===== config.mk =====
export PLATFORM = sky130hd
export DESIGN_NAME = integer_load_store_unit
export DESIGN_NICKNAME = d
export VERILOG_FILES = /design/src/rtl/ilsu_pkg.sv /design/src/rtl/ilsu_front.sv /design/src/rtl/ilsu_queue.sv /design/src/rtl/ilsu_back.sv /design/src/rtl/integer_load_store_unit.sv
export SDC_FILE = /design/constraint.sdc
export NUM_CORES = 1
export LEC_CHECK = 0
export ABC_AREA = 1
export CAP_MARGIN = 15
export CORE_AREA = 2 2 239 335
export DETAILED_ROUTE_END_ITERATION = 12
export DIE_AREA = 0 0 241 337
export DONT_BUFFER_PORTS = 1
export GPL_TIMING_DRIVEN = 0
export SYNTH_ARGS = -nofsm -noshare
export SYNTH_HDL_FRONTEND = slang
export SYNTH_HIERARCHICAL = 1
export SYNTH_SLANG_ARGS = --single-unit

===== constraint.sdc =====
create_clock -name clk_i -period 14.19 [get_ports clk_i]
set_input_delay 0.7095 -clock clk_i [delete_from_list [all_inputs] [get_ports clk_i]]
set_output_delay 0.7095 -clock clk_i [all_outputs]
set_load 0.01 [all_outputs]

===== src/rtl/ilsu_pkg.sv =====
package ilsu_pkg;

  localparam int unsigned BlockBytes = 32;
  localparam int unsigned BlockBits  = $clog2(BlockBytes);
  localparam int unsigned QueueDepth = 2;

  typedef enum logic [3:0] {
    OP_LBZ    = 4'd0,
    OP_LHZ    = 4'd1,
    OP_LHA    = 4'd2,
    OP_LHBRX  = 4'd3,
    OP_LWZ    = 4'd4,
    OP_LWBRX  = 4'd5,
    OP_LWARX  = 4'd6,
    OP_STB    = 4'd7,
    OP_STH    = 4'd8,
    OP_STHBRX = 4'd9,
    OP_STW    = 4'd10,
    OP_STWBRX = 4'd11,
    OP_STWCX  = 4'd12,
    OP_DCBZ   = 4'd13,
    OP_ICBI   = 4'd14,
    OP_RETURN = 4'd15
  } op_e;

  typedef enum logic [1:0] {
    KIND_READ  = 2'd0,
    KIND_WRITE = 2'd1,
    KIND_ZERO  = 2'd2,
    KIND_INVAL = 2'd3
  } mem_kind_e;

  typedef enum logic [1:0] {
    SIZE_BYTE = 2'd0,
    SIZE_HALF = 2'd1,
    SIZE_WORD = 2'd2
  } mem_size_e;

  typedef enum logic [2:0] {
    FMT_BYTE   = 3'd0,
    FMT_HALF   = 3'd1,
    FMT_HALF_S = 3'd2,
    FMT_HALF_R = 3'd3,
    FMT_WORD   = 3'd4,
    FMT_WORD_R = 3'd5
  } fmt_e;

  typedef struct packed {
    logic [3:0]         operation;
    logic [1:0]         addr_mode;
    logic [4:0]         base_index;
    logic [31:0]        base_value;
    logic [31:0]        index_value;
    logic signed [15:0] displacement;
    logic [4:0]         target_index;
    logic [31:0]        store_value;
    logic               summary_overflow;
    logic [31:0]        read_data;
  } in_item_t;

  typedef struct packed {
    logic        mem_valid;
    logic [1:0]  mem_kind;
    logic [1:0]  mem_size;
    logic [31:0] mem_address;
    logic [31:0] mem_write_data;
    logic        reg_write_valid;
    logic [4:0]  reg_index;
    logic [31:0] reg_value;
    logic        cr0_valid;
    logic [3:0]  cr0_value;
  } out_item_t;

  // Classified item passed from the front end to the back end.
  typedef struct packed {
    op_e         op;
    logic        is_return;
    logic        update;
    logic [4:0]  base_index;
    logic [4:0]  target_index;
    logic [31:0] ea;
    logic [31:0] store_value;
    logic        summary_overflow;
    logic [31:0] read_data;
  } work_t;

  function automatic logic [31:0] swap16(logic [31:0] v);
    return {16'h0, v[7:0], v[15:8]};
  endfunction

  function automatic logic [31:0] swap32(logic [31:0] v);
    return {v[7:0], v[15:8], v[23:16], v[31:24]};
  endfunction

endpackage


===== src/rtl/ilsu_front.sv =====
module ilsu_front (
  input  logic               clk_i,
  input  logic               rst_ni,
  input  logic               in_valid_i,
  output logic               in_ready_o,
  input  ilsu_pkg::in_item_t in_item_i,
  output logic               work_valid_o,
  input  logic               work_ready_i,
  output ilsu_pkg::work_t    work_o
);
  import ilsu_pkg::*;

  logic  indexed, update, base_zero;
  logic [31:0] offset;
  work_t work_d, work_q;
  logic  valid_q;
  op_e   op;

  assign op = op_e'(in_item_i.operation);

  always_comb begin
    unique case (op)
      OP_LHBRX, OP_LWBRX, OP_LWARX, OP_STHBRX, OP_STWBRX, OP_STWCX, OP_DCBZ,
      OP_ICBI: begin
        indexed = 1'b1;
        update  = 1'b0;
      end
      default: begin
        indexed = in_item_i.addr_mode[1];
        update  = in_item_i.addr_mode[0];
      end
    endcase
    base_zero = !update && (in_item_i.base_index == 5'd0);
    offset = indexed ? in_item_i.index_value
                     : {{16{in_item_i.displacement[15]}}, in_item_i.displacement};
    work_d.op               = op;
    work_d.is_return        = (op == OP_RETURN);
    work_d.update           = update && (op != OP_RETURN);
    work_d.base_index       = in_item_i.base_index;
    work_d.target_index     = in_item_i.target_index;
    work_d.ea               = (base_zero ? 32'd0 : in_item_i.base_value) + offset;
    work_d.store_value      = in_item_i.store_value;
    work_d.summary_overflow = in_item_i.summary_overflow;
    work_d.read_data        = in_item_i.read_data;
  end

  assign in_ready_o   = !valid_q || work_ready_i;
  assign work_valid_o = valid_q;
  assign work_o       = work_q;

  always_ff @(posedge clk_i or negedge rst_ni) begin
    if (!rst_ni) begin
      valid_q <= 1'b0;
    end else if (in_ready_o) begin
      valid_q <= in_valid_i;
    end
  end

  always_ff @(posedge clk_i) begin
    if (in_ready_o && in_valid_i) begin
      work_q <= work_d;
    end
  end

endmodule


===== src/rtl/ilsu_queue.sv =====
module ilsu_queue (
  input  logic            clk_i,
  input  logic            rst_ni,
  input  logic            push_valid_i,
  output logic            push_ready_o,
  input  ilsu_pkg::work_t push_i,
  output logic            pop_valid_o,
  input  logic            pop_ready_i,
  output ilsu_pkg::work_t pop_o
);
  import ilsu_pkg::*;

  localparam int unsigned PtrBits = $clog2(QueueDepth);

  work_t              mem_q [QueueDepth];
  logic [PtrBits-1:0] wr_q, rd_q;
  logic [PtrBits:0]   cnt_q;
  logic               push, pop;

  assign push_ready_o = (cnt_q < (PtrBits+1)'(QueueDepth));
  assign pop_valid_o  = (cnt_q != '0);
  assign pop_o        = mem_q[rd_q];
  assign push = push_valid_i && push_ready_o;
  assign pop  = pop_valid_o && pop_ready_i;

  always_ff @(posedge clk_i or negedge rst_ni) begin
    if (!rst_ni) begin
      wr_q  <= '0;
      rd_q  <= '0;
      cnt_q <= '0;
    end else begin
      if (push) wr_q <= wr_q + 1'b1;
      if (pop)  rd_q <= rd_q + 1'b1;
      cnt_q <= cnt_q + (PtrBits+1)'(push) - (PtrBits+1)'(pop);
    end
  end

  always_ff @(posedge clk_i) begin
    if (push) mem_q[wr_q] <= push_i;
  end

`ifndef SYNTHESIS
  a_no_overflow: assert property (@(posedge clk_i) disable iff (!rst_ni)
    cnt_q <= (PtrBits+1)'(QueueDepth)) else $error("queue overflow");
  a_pop_nonempty: assert property (@(posedge clk_i) disable iff (!rst_ni)
    pop |-> cnt_q != '0) else $error("pop from empty queue");
  a_count_step: assert property (@(posedge clk_i) disable iff (!rst_ni)
    (push && !pop) |=> cnt_q == $past(cnt_q) + 1'b1) else $error("count slip");
`endif

endmodule


===== src/rtl/ilsu_back.sv =====
module ilsu_back (
  input  logic                clk_i,
  input  logic                rst_ni,
  input  logic                work_valid_i,
  output logic                work_ready_o,
  input  ilsu_pkg::work_t     work_i,
  output logic                out_valid_o,
  input  logic                out_ready_i,
  output ilsu_pkg::out_item_t out_item_o
);
  import ilsu_pkg::*;

  logic        pend_valid_q, pend_suppress_q, resv_valid_q;
  fmt_e        pend_kind_q;
  logic [4:0]  pend_dest_q;
  logic [31:0] resv_addr_q;
  logic        valid_q, take;
  out_item_t   res_d, res_q;
  logic [31:0] d;
  logic        is_load, sc_ok;
  fmt_e        fmt;

  assign work_ready_o = !valid_q || out_ready_i;
  assign take = work_valid_i && work_ready_o;
  assign out_valid_o = valid_q;
  assign out_item_o  = res_q;
  assign d = work_i.read_data;
  assign is_load = !work_i.is_return && (work_i.op <= OP_LWARX);
  assign sc_ok = resv_valid_q && (resv_addr_q == work_i.ea);

  always_comb begin
    case (work_i.op)
      OP_LBZ:   fmt = FMT_BYTE;
      OP_LHZ:   fmt = FMT_HALF;
      OP_LHA:   fmt = FMT_HALF_S;
      OP_LHBRX: fmt = FMT_HALF_R;
      OP_LWBRX: fmt = FMT_WORD_R;
      default:  fmt = FMT_WORD;
    endcase
  end

  always_comb begin
    res_d = '0;
    if (work_i.is_return) begin
      if (pend_valid_q) begin
        res_d.reg_write_valid = !pend_suppress_q;
        res_d.reg_index       = pend_dest_q;
        case (pend_kind_q)
          FMT_BYTE:   res_d.reg_value = {24'h0, d[7:0]};
          FMT_HALF:   res_d.reg_value = {16'h0, d[15:0]};
          FMT_HALF_S: res_d.reg_value = {{16{d[15]}}, d[15:0]};
          FMT_HALF_R: res_d.reg_value = swap16(d);
          FMT_WORD_R: res_d.reg_value = swap32(d);
          default:    res_d.reg_value = d;
        endcase
      end
    end else begin
      if (work_i.update) begin
        res_d.reg_write_valid = 1'b1;
        res_d.reg_index       = work_i.base_index;
        res_d.reg_value       = work_i.ea;
      end
      unique case (work_i.op)
        OP_LBZ, OP_LHZ, OP_LHA, OP_LHBRX, OP_LWZ, OP_LWBRX, OP_LWARX: begin
          res_d.mem_valid   = 1'b1;
          res_d.mem_kind    = KIND_READ;
          res_d.mem_address = work_i.ea;
          res_d.mem_size    = (work_i.op == OP_LBZ) ? SIZE_BYTE :
                              (work_i.op <= OP_LHBRX) ? SIZE_HALF : SIZE_WORD;
        end
        OP_STB, OP_STH, OP_STHBRX, OP_STW, OP_STWBRX: begin
          res_d.mem_valid   = 1'b1;
          res_d.mem_kind    = KIND_WRITE;
          res_d.mem_address = work_i.ea;
          unique case (work_i.op)
            OP_STB: begin
              res_d.mem_size = SIZE_BYTE;
              res_d.mem_write_data = {24'h0, work_i.store_value[7:0]};
            end
            OP_STH: begin
              res_d.mem_size = SIZE_HALF;
              res_d.mem_write_data = {16'h0, work_i.store_value[15:0]};
            end
            OP_STHBRX: begin
              res_d.mem_size = SIZE_HALF;
              res_d.mem_write_data = swap16(work_i.store_value);
            end
            OP_STW: begin
              res_d.mem_size = SIZE_WORD;
              res_d.mem_write_data = work_i.store_value;
            end
            default: begin
              res_d.mem_size = SIZE_WORD;
              res_d.mem_write_data = swap32(work_i.store_value);
            end
          endcase
        end
        OP_STWCX: begin
          res_d.cr0_valid = 1'b1;
          res_d.cr0_value = {2'b00, sc_ok, work_i.summary_overflow};
          if (sc_ok) begin
            res_d.mem_valid      = 1'b1;
            res_d.mem_kind       = KIND_WRITE;
            res_d.mem_size       = SIZE_WORD;
            res_d.mem_address    = work_i.ea;
            res_d.mem_write_data = work_i.store_value;
          end
        end
        default: begin
          res_d.mem_valid   = 1'b1;
          res_d.mem_kind    = (work_i.op == OP_DCBZ) ? KIND_ZERO : KIND_INVAL;
          res_d.mem_address = {work_i.ea[31:BlockBits], BlockBits'(0)};
        end
      endcase
    end
  end

  always_ff @(posedge clk_i or negedge rst_ni) begin
    if (!rst_ni) begin
      valid_q         <= 1'b0;
      pend_valid_q    <= 1'b0;
      pend_kind_q     <= FMT_BYTE;
      pend_dest_q     <= '0;
      pend_suppress_q <= 1'b0;
      resv_valid_q    <= 1'b0;
      resv_addr_q     <= '0;
    end else begin
      if (work_ready_o) valid_q <= work_valid_i;
      if (take) begin
        if (work_i.is_return) begin
          pend_valid_q <= 1'b0;
        end else if (is_load) begin
          pend_valid_q    <= 1'b1;
          pend_kind_q     <= fmt;
          pend_dest_q     <= work_i.target_index;
          pend_suppress_q <= work_i.update && (work_i.base_index == work_i.target_index);
          if (work_i.op == OP_LWARX) begin
            resv_valid_q <= 1'b1;
            resv_addr_q  <= work_i.ea;
          end
        end else if (work_i.op == OP_STWCX) begin
          resv_valid_q <= 1'b0;
        end
      end
    end
  end

  always_ff @(posedge clk_i) begin
    if (take) res_q <= res_d;
  end

`ifndef SYNTHESIS
  a_hold: assert property (@(posedge clk_i) disable iff (!rst_ni)
    (out_valid_o && !out_ready_i) |=> out_valid_o && $stable(res_q))
    else $error("result dropped while stalled");
  a_sc_clears: assert property (@(posedge clk_i) disable iff (!rst_ni)
    (take && !work_i.is_return && work_i.op == OP_STWCX) |=> !resv_valid_q)
    else $error("reservation survived store-conditional");
  a_return_clears: assert property (@(posedge clk_i) disable iff (!rst_ni)
    (take && work_i.is_return) |=> !pend_valid_q)
    else $error("pending load survived its return");
`endif

endmodule


===== src/rtl/integer_load_store_unit.sv =====
// Path: an accepted beat's result passes through the front register, the queue and
// the result register before it is presented, and is held there while the output
// is stalled.
// Throughput: one beat per cycle while the output is not stalled; the two-entry queue
// lets the address front end keep accepting during a result-side stall until it fills.
// Reset: asynchronous active low; clears the pending load and the reservation.
module integer_load_store_unit (
  input  logic                clk_i,
  input  logic                rst_ni,
  input  logic                in_valid_i,
  output logic                in_ready_o,
  input  ilsu_pkg::in_item_t  in_item_i,
  output logic                out_valid_o,
  input  logic                out_ready_i,
  output ilsu_pkg::out_item_t out_item_o
);
  import ilsu_pkg::*;

  logic  f_valid, f_ready, q_valid, q_ready;
  work_t f_work, q_work;

  ilsu_front u_front (
    .clk_i, .rst_ni, .in_valid_i, .in_ready_o, .in_item_i,
    .work_valid_o(f_valid), .work_ready_i(f_ready), .work_o(f_work)
  );

  ilsu_queue u_queue (
    .clk_i, .rst_ni,
    .push_valid_i(f_valid), .push_ready_o(f_ready), .push_i(f_work),
    .pop_valid_o(q_valid), .pop_ready_i(q_ready), .pop_o(q_work)
  );

  ilsu_back u_back (
    .clk_i, .rst_ni,
    .work_valid_i(q_valid), .work_ready_o(q_ready), .work_i(q_work),
    .out_valid_o, .out_ready_i, .out_item_o
  );

endmodule

==> results.toml, run 1 <==
[run_status]
outcome = "finished clean"

[synthesis]
seq_area_frac_synth = 0.6334
synth_area_leader_cell = "edfxtp_1"
ys_ff_latch = 498
yosysMostFrequentCell = "nand2_1"
postSynthAreaPerCell_sq_um = 10.18
synthCells = 2282
synth_edf_count = 449
yosysUniqueCellTypes = 51
synth_top_area_share = 0.5806
async_flop_share = 0.09839
synth.cell_area_sq_um = 23220
yosysWarnings = 6
ys.flop_type = "edfxtp_1"
synth_common_cells = "nand2_1, edfxtp_1, inv_1"
synth_area_leaders = "edfxtp_1, nand2_1, dfrtp_1"

[clock_tree]
path_clk_slew_ns = 0.07
clock_sinks = 498
tritoncts = "built"
cts_buffer_depth = 3
clock_latency_ns = 0.59
post_cts_resized = 0
htree_levels = 2
cts-root-buf = "clkbuf_16"
cts_buffers = 45

[critical_path]
worstPathArrival_ns = 3.38
worst-path-max-fanout = 10
worst-setup-path-type = "reg2reg"
endpoint_kind = "flop"
crit_required_ns = 14.44
start_kind = "flop"

[floorplanning]
die_x_um = 241
initial_core_util = 0.2960
die_h_um = 337
die_area_sq_um = 81220
core_region_area_sq_um = 78460
fp-row-count = 122
num_io_pins = 279

[drt]
num_vias = 15890
drt_wl_total_mm = 68.91
wl_per_cell_um = 20.04
drt_iter0_markers = 1112
firstDrtPassIters = 6
via_per_inst = 4.622
route.antenna.remaining_nets = 0
drc_errors = 0

[global_routing]
grt_pass1_wl_mm = 99.86
grt.busiest_layer = "met2"
antenna_found_initial = 6
overflow = 0
grt_util_met1 = 0.1824
grt_pass1_vias = 15730
met2_usage = 0.3215
use_met3 = 0.02604
grt_max_degree = 96
grt_use_total = 0.1679

[cells_and_area]
drive_gt1_frac = 0.1050
synthToLayoutAreaGrowth_pct = 13.45
nets = 2543
fin_cells = 3438
fin_area_sq_um = 26350

[timing]
fin_tns_setup_ns = 0
period_minus_slack_ns = 3.130
hold_viol = 0
rsz0062_at_grt = "false"
setup_violations = 0
min_period_over_period = 0.2206
tightest_slew_ns = 0.8625
slew_headroom = 0.4250
finalMaxSlewViolations = 0
clock_skew_ns = 0.03481
fmax_mhz = 319.5

[hold_path]
hold_class = "in2reg"

[place]
finalWeightedCongestion = 0.9371
port_buffers = 0
hpwl_mm = 53.27
placed_cells = 3350
dpl-instance-area_sq_um = 24860

[power_and_ir_drop]
ir_worst_vdd_mv = 0.1111
power_density_nw_per_um2 = 227.5
power.leakage_nw = 10.89

[job]
drv_cap = 0
layer usage:
layer | share of wire | vias to the layer above | wire length [um]
met3 | 0.055 | 118 | 3777
met5 | 0.00012 | - | 8
met2 | 0.54 | 502 | 36910
met4 | 0.040 | 2 | 2747
met1 | 0.37 | 7523 | 25470
li1 | - | 7744 | -
per-stage QoR:
step | util | total power, W | worst slack (ns) | hold WS [ns]
final | 0.3358 | 0.005995 | 11.06 | 0.2163
after floorplan | - | 0.003948 | 7.370 | 0.4139
after CTS | 0.3357 | 0.006030 | 11.00 | 0.1899
after detailed placement | 0.3168 | 0.004816 | 10.57 | 0.4202
after global routing | 0.3357 | 0.006331 | 10.94 | 0.1945
after global placement | 0.3128 | 0.004845 | 4.230 | 0.4203
cells by family after synthesis:
family | count (synthesis) | synth area share
AO/OA/AOI/OAI | 258 | 0.06434
XOR/XNOR | 25 | 0.009429
adder cells (fa/ha/maj) | 33 | 0.01810
buffers and inverters | 345 | 0.06428
flip-flops | 498 | 0.6334
multiplexers | 17 | 0.008244
other | 1 | 0.0001615
AND/OR/NAND/NOR | 1105 | 0.2020
final timing paths:
kind                               startpoint                      to  slack, ns  cells past startpoint
setup / recovery                 u_queue/rd_q   u_back/out_item_o[33]      11.06                      9
hold / removal                  in_item_i[10]      u_front/work_o[10]       0.22                      0
setup reg to reg                 u_queue/rd_q   u_back/out_item_o[33]      11.06                      9
hold reg to reg            u_front/work_o[13]    u_queue/mem_q[1][13]       0.44                      0
max in group asynchronous              rst_ni  u_back/resv_addr_q[13]      13.24                      2
min in group asynchronous              rst_ni  u_back/resv_addr_q[12]       0.69                      2
worst max-delay path: stages (launching register included):
cell and delay, ns:
dfrtp_1 0.36, buf_4 0.20, inv_4 0.15, buf_2 0.36, nand2_1 0.09, nand2_1 0.25, inv_2 0.13, nand2_1 0.23
clkbuf_1 0.69, o32ai_1 0.32
flip-flops by register name (all words and copies together), names as in the netlist:
signal                  flops
u_back/pend_dest_q          5
u_back/resv_addr_q         32
u_queue/mem_q             226
u_back/pend_valid_q         1
u_queue/rd_q                1
u_back/out_valid_o          1
u_front/work_valid_o        1
u_back/out_item_o         110
u_queue/wr_q                1
u_back/pend_suppress_q      1
u_front/work_o            113
u_queue/cnt_q               2
u_back/pend_kind_q          3
u_back/resv_valid_q         1
layout by cell type, fill, tap and decap left out, types with 12 or more instances in the layout:
cell type | synthesis | routed
clkbuf_1 | 20 | 33
xor2_1 | 21 | 21
mux2_2 | 17 | 17
o32ai_1 | 16 | 16
buf_6 | 12 | 12
inv_1 | 233 | 233
nor2_1 | 139 | 137
clkbuf_16 | 0 | 46
nand4_1 | 47 | 47
dfrtp_1 | 49 | 49
a21oi_1 | 102 | 101
nor2_4 | 16 | 18
o21ai_0 | 66 | 66
ha_1 | 32 | 32
buf_2 | 36 | 36
o211ai_1 | 17 | 17
inv_2 | 30 | 30
o22ai_1 | 26 | 26
edfxtp_1 | 449 | 449
nand3_1 | 54 | 54
nand2_1 | 796 | 796
power breakdown:
part           internal (W)  switching [W]
sequential          0.00226       0.000301
combinational      0.000591        0.00164
clock              0.000663       0.000537
total               0.00351        0.00248
cell type report:
type	instances	area, sq um
Multi-Input combinational cell	1440	7049
Timing Repair Buffer	15	320.3
Buffer	80	495.5
Fill cell	7966	52120
Antenna cell	4	10.01
Clock inverter	22	226.5
Clock buffer	60	1214
Sequential cell	498	14710
Tap cell	1054	1319
Inverter	265	1002
what timing repair did:
action                                 in CTS  in global routing
buffers inserted                            0                  0
endpoints found under the hold margin      49                  0
hold buffers                                2                  0
(Power assumes the default switching activity.)
==> run 2: changes to the inputs <==
==> constraint.sdc (replaced) <==
create_clock -name clk_i -period 3.11 [get_ports clk_i]
set_input_delay 0.1555 -clock clk_i [delete_from_list [all_inputs] [get_ports clk_i]]
set_output_delay 0.1555 -clock clk_i [all_outputs]
set_load 0.01 [all_outputs]
==> run 2 against run 1 <==
  * Design area grew 4.5%
  * Combinational power grew to 4.6 times the previous value
  * Sequential power grew to 4.6 times the previous value
  * Total power grew to 4.7 times the previous value
  * Maximum frequency grew 6.0%
  * Non-clock buffer count grew 86
  * Hold slack lost 0.18 ns
  * Global-route usage grew 0.21 points
  * Largest power group unchanged
  * Routed wire length grew 1.1%
  * First-iteration DRC count shrank 18%
==> results.toml, run 2 (synthesis gave the netlist of run 1 again) <==
[timing]
tightest_slew_ns = 0.8039
finalWorstSetupSlack_ns = 0.1582
min_period_over_period = 0.9491
slew_headroom = 0.4611
hold_viol = 0
rsz0062_at_grt = "false"
fin_tns_setup_ns = 0
fmax_mhz = 338.8
setup_violations = 0
period_minus_slack_ns = 2.952
finalMaxSlewViolations = 0
clock_skew_ns = 0.03060

[drt]
drt_wl_total_mm = 69.64
num_vias = 16130
drc_errors = 0
route.antenna.remaining_nets = 0
wl_per_cell_um = 19.77
firstDrtPassIters = 7
via_per_inst = 4.579
drt_iter0_markers = 912

[hold_path]
min_from = "in_item_i[149]"
hold_class = "in2reg"
min_path_cells = 5
worstHoldEndpoint = "u_front/work_o[96]"

[floorplanning]
die_area_sq_um = 81220
num_io_pins = 279
die_x_um = 241
fp-row-count = 122
initial_core_util = 0.2960
core_region_area_sq_um = 78460
die_h_um = 337

[power_and_ir_drop]
combPwrFrac = 0.371
p_sw_frac = 0.4089
power_density_nw_per_um2 = 1021
p_int_w = 0.01661
p_switching_w = 0.01149
seqPwrFrac = 0.415
clock_power_share = 0.214
ir_worst_vdd_mv = 0.4694
power.leakage_nw = 11.41

[critical_path]
endpoint_kind = "flop"
rr_worst_depth = 9
worst-path-max-fanout = 10
r2r-end = "u_back/out_item_o[10]"
worstPathArrival_ns = 3.24
worst-setup-path-type = "reg2reg"
reg2reg_setup_slack_ns = 0.16
r2r_start = "u_queue/rd_q"
crit_required_ns = 3.40
start_kind = "flop"

[cells_and_area]
register_area_sq_um = 14710
nets = 2630
largest_reg_flops = 226
multiInputGateArea_sq_um = 7108
diodes = 0
drive_gt1_frac = 0.1118
max_flop_register = "u_queue/mem_q"
final_common_cell = "nand2_1"
layout_common_cells = "nand2_1, edfxtp_1, inv_1, nor2_1, a21oi_1"
synthToLayoutAreaGrowth_pct = 18.54
fill_cells = 7887
fin_util = 0.3508

[clock_tree]
clock_sinks = 498
tritoncts = "built"
cts_buffers = 46
cts-root-buf = "clkbuf_16"
htree_levels = 2
cts_buffer_depth = 3
clock_latency_ns = 0.60
path_clk_slew_ns = 0.07

[global_routing]
met2_usage = 0.3218
antenna_found_initial = 0
grt.busiest_layer = "met2"
use_met3 = 0.02694
grt_max_degree = 67
grt_util_met1 = 0.1847
overflow = 0
grt_pass1_wl_mm = 101.2
grt_use_total = 0.1701
grt_pass1_vias = 15900

[place]
pre_cts_ws_ns = -0.1122
finalWeightedCongestion = 0.9163
hpwl_mm = 54.17
port_buffers = 0

[job]
drv_cap = 0

[run_status]
outcome = "finished clean"
-- run 2: cell count changes in the layout (fill, tap and decap cells not counted), sizes merged --
cell,change
clkbuf,-6
clkinvlp,-1
dlymetal6s4s,+1
buf,-3
bufinv,+5
diode,-4
dlygate4sd3,+84
clkinv,+4
inv,+5
-- run 2: how the worst max path moves through the flow --
| stage | start | to | slack (ns) | cells after the start |
|---|---|---|---|---|
| finish | u_queue/rd_q | u_back/out_item_o[10] | 0.16 | 9 |
| global route | u_queue/rd_q | u_back/out_item_o[43] | 0.02 | 17 |
| CTS | u_queue/rd_q | u_back/out_item_o[44] | 0.002 | 15 |
| detailed placement | u_back/out_valid_o | u_back/pend_kind_q[2] | -0.11 | 9 |
| global placement | u_queue/cnt_q[1] | u_queue/mem_q[0][18] | -3.02 | 3 |
| floorplan | u_queue/cnt_q[1] | u_queue/mem_q[0][0] | -0.89 | 3 |
-- run 2: stage by stage --
step | hold WS [ns] | cell area, sq um | std cells | total power [W]
6_report | 0.03537 | 27530 | 3523 | 0.02810
5_1_grt | 0.1118 | 27530 | 3523 | 0.02971
4_1_cts | 0.04636 | 27400 | 3522 | 0.02828
3_5_place_dp | -0.1334 | 24890 | 3351 | 0.02205
3_3_place_gp | -0.1332 | 24560 | 3337 | 0.02179
2_1_floorplan | -0.1401 | 23240 | 2283 | 0.01787
-- run 2: layout make-up --
| class | instances | share of cell area |
|---|---|---|
| Buffer | 78 | 0.01868 |
| Clock buffer | 50 | 0.04350 |
| Clock inverter | 35 | 0.01514 |
| Inverter | 265 | 0.03682 |
| Multi-Input combinational cell | 1440 | 0.2582 |
| Sequential cell | 498 | 0.5344 |
| Tap cell | 1054 | 0.04791 |
| Timing Repair Buffer | 103 | 0.04536 |
-- run 2: repair_timing --
action / CTS / global route
hold buffers: 86 / 1
pin swaps: 0 / 3
endpoints found under the hold margin: 143 / 1
buffers inserted: 0 / 2
endpoints found under the setup margin: 4 / 74
gates resized for setup: 4 / 23
-- run 2: power groups by stage --
stage | clock (W) | combinational [W] | sequential (W)
5_1_grt | 0.00642 | 0.0114 | 0.0119
4_1_cts | 0.00617 | 0.0104 | 0.0117
2_1_floorplan | 0 | 0.00642 | 0.0115
3_5_place_dp | 0 | 0.0102 | 0.0118
3_3_place_gp | 0 | 0.00977 | 0.0120
6_report | 0.00601 | 0.0104 | 0.0117
-- run 2: per-layer routing --
layer / vias up / part of all wire
met4: 0 / 0.045
met5: - / 0
met2: 525 / 0.53
met3: 124 / 0.054
met1: 7556 / 0.37
li1: 7928 / -
-- run 2: critical path: stages, from the launching register on --
cell	delay (ns)
dfrtp_1	0.32
buf_4	0.22
inv_6	0.10
buf_2	0.26
nand2_1	0.10
nand2_1	0.19
nand2_1	0.20
clkbuf_1	0.52
clkbuf_1	0.54
o22ai_1	0.19
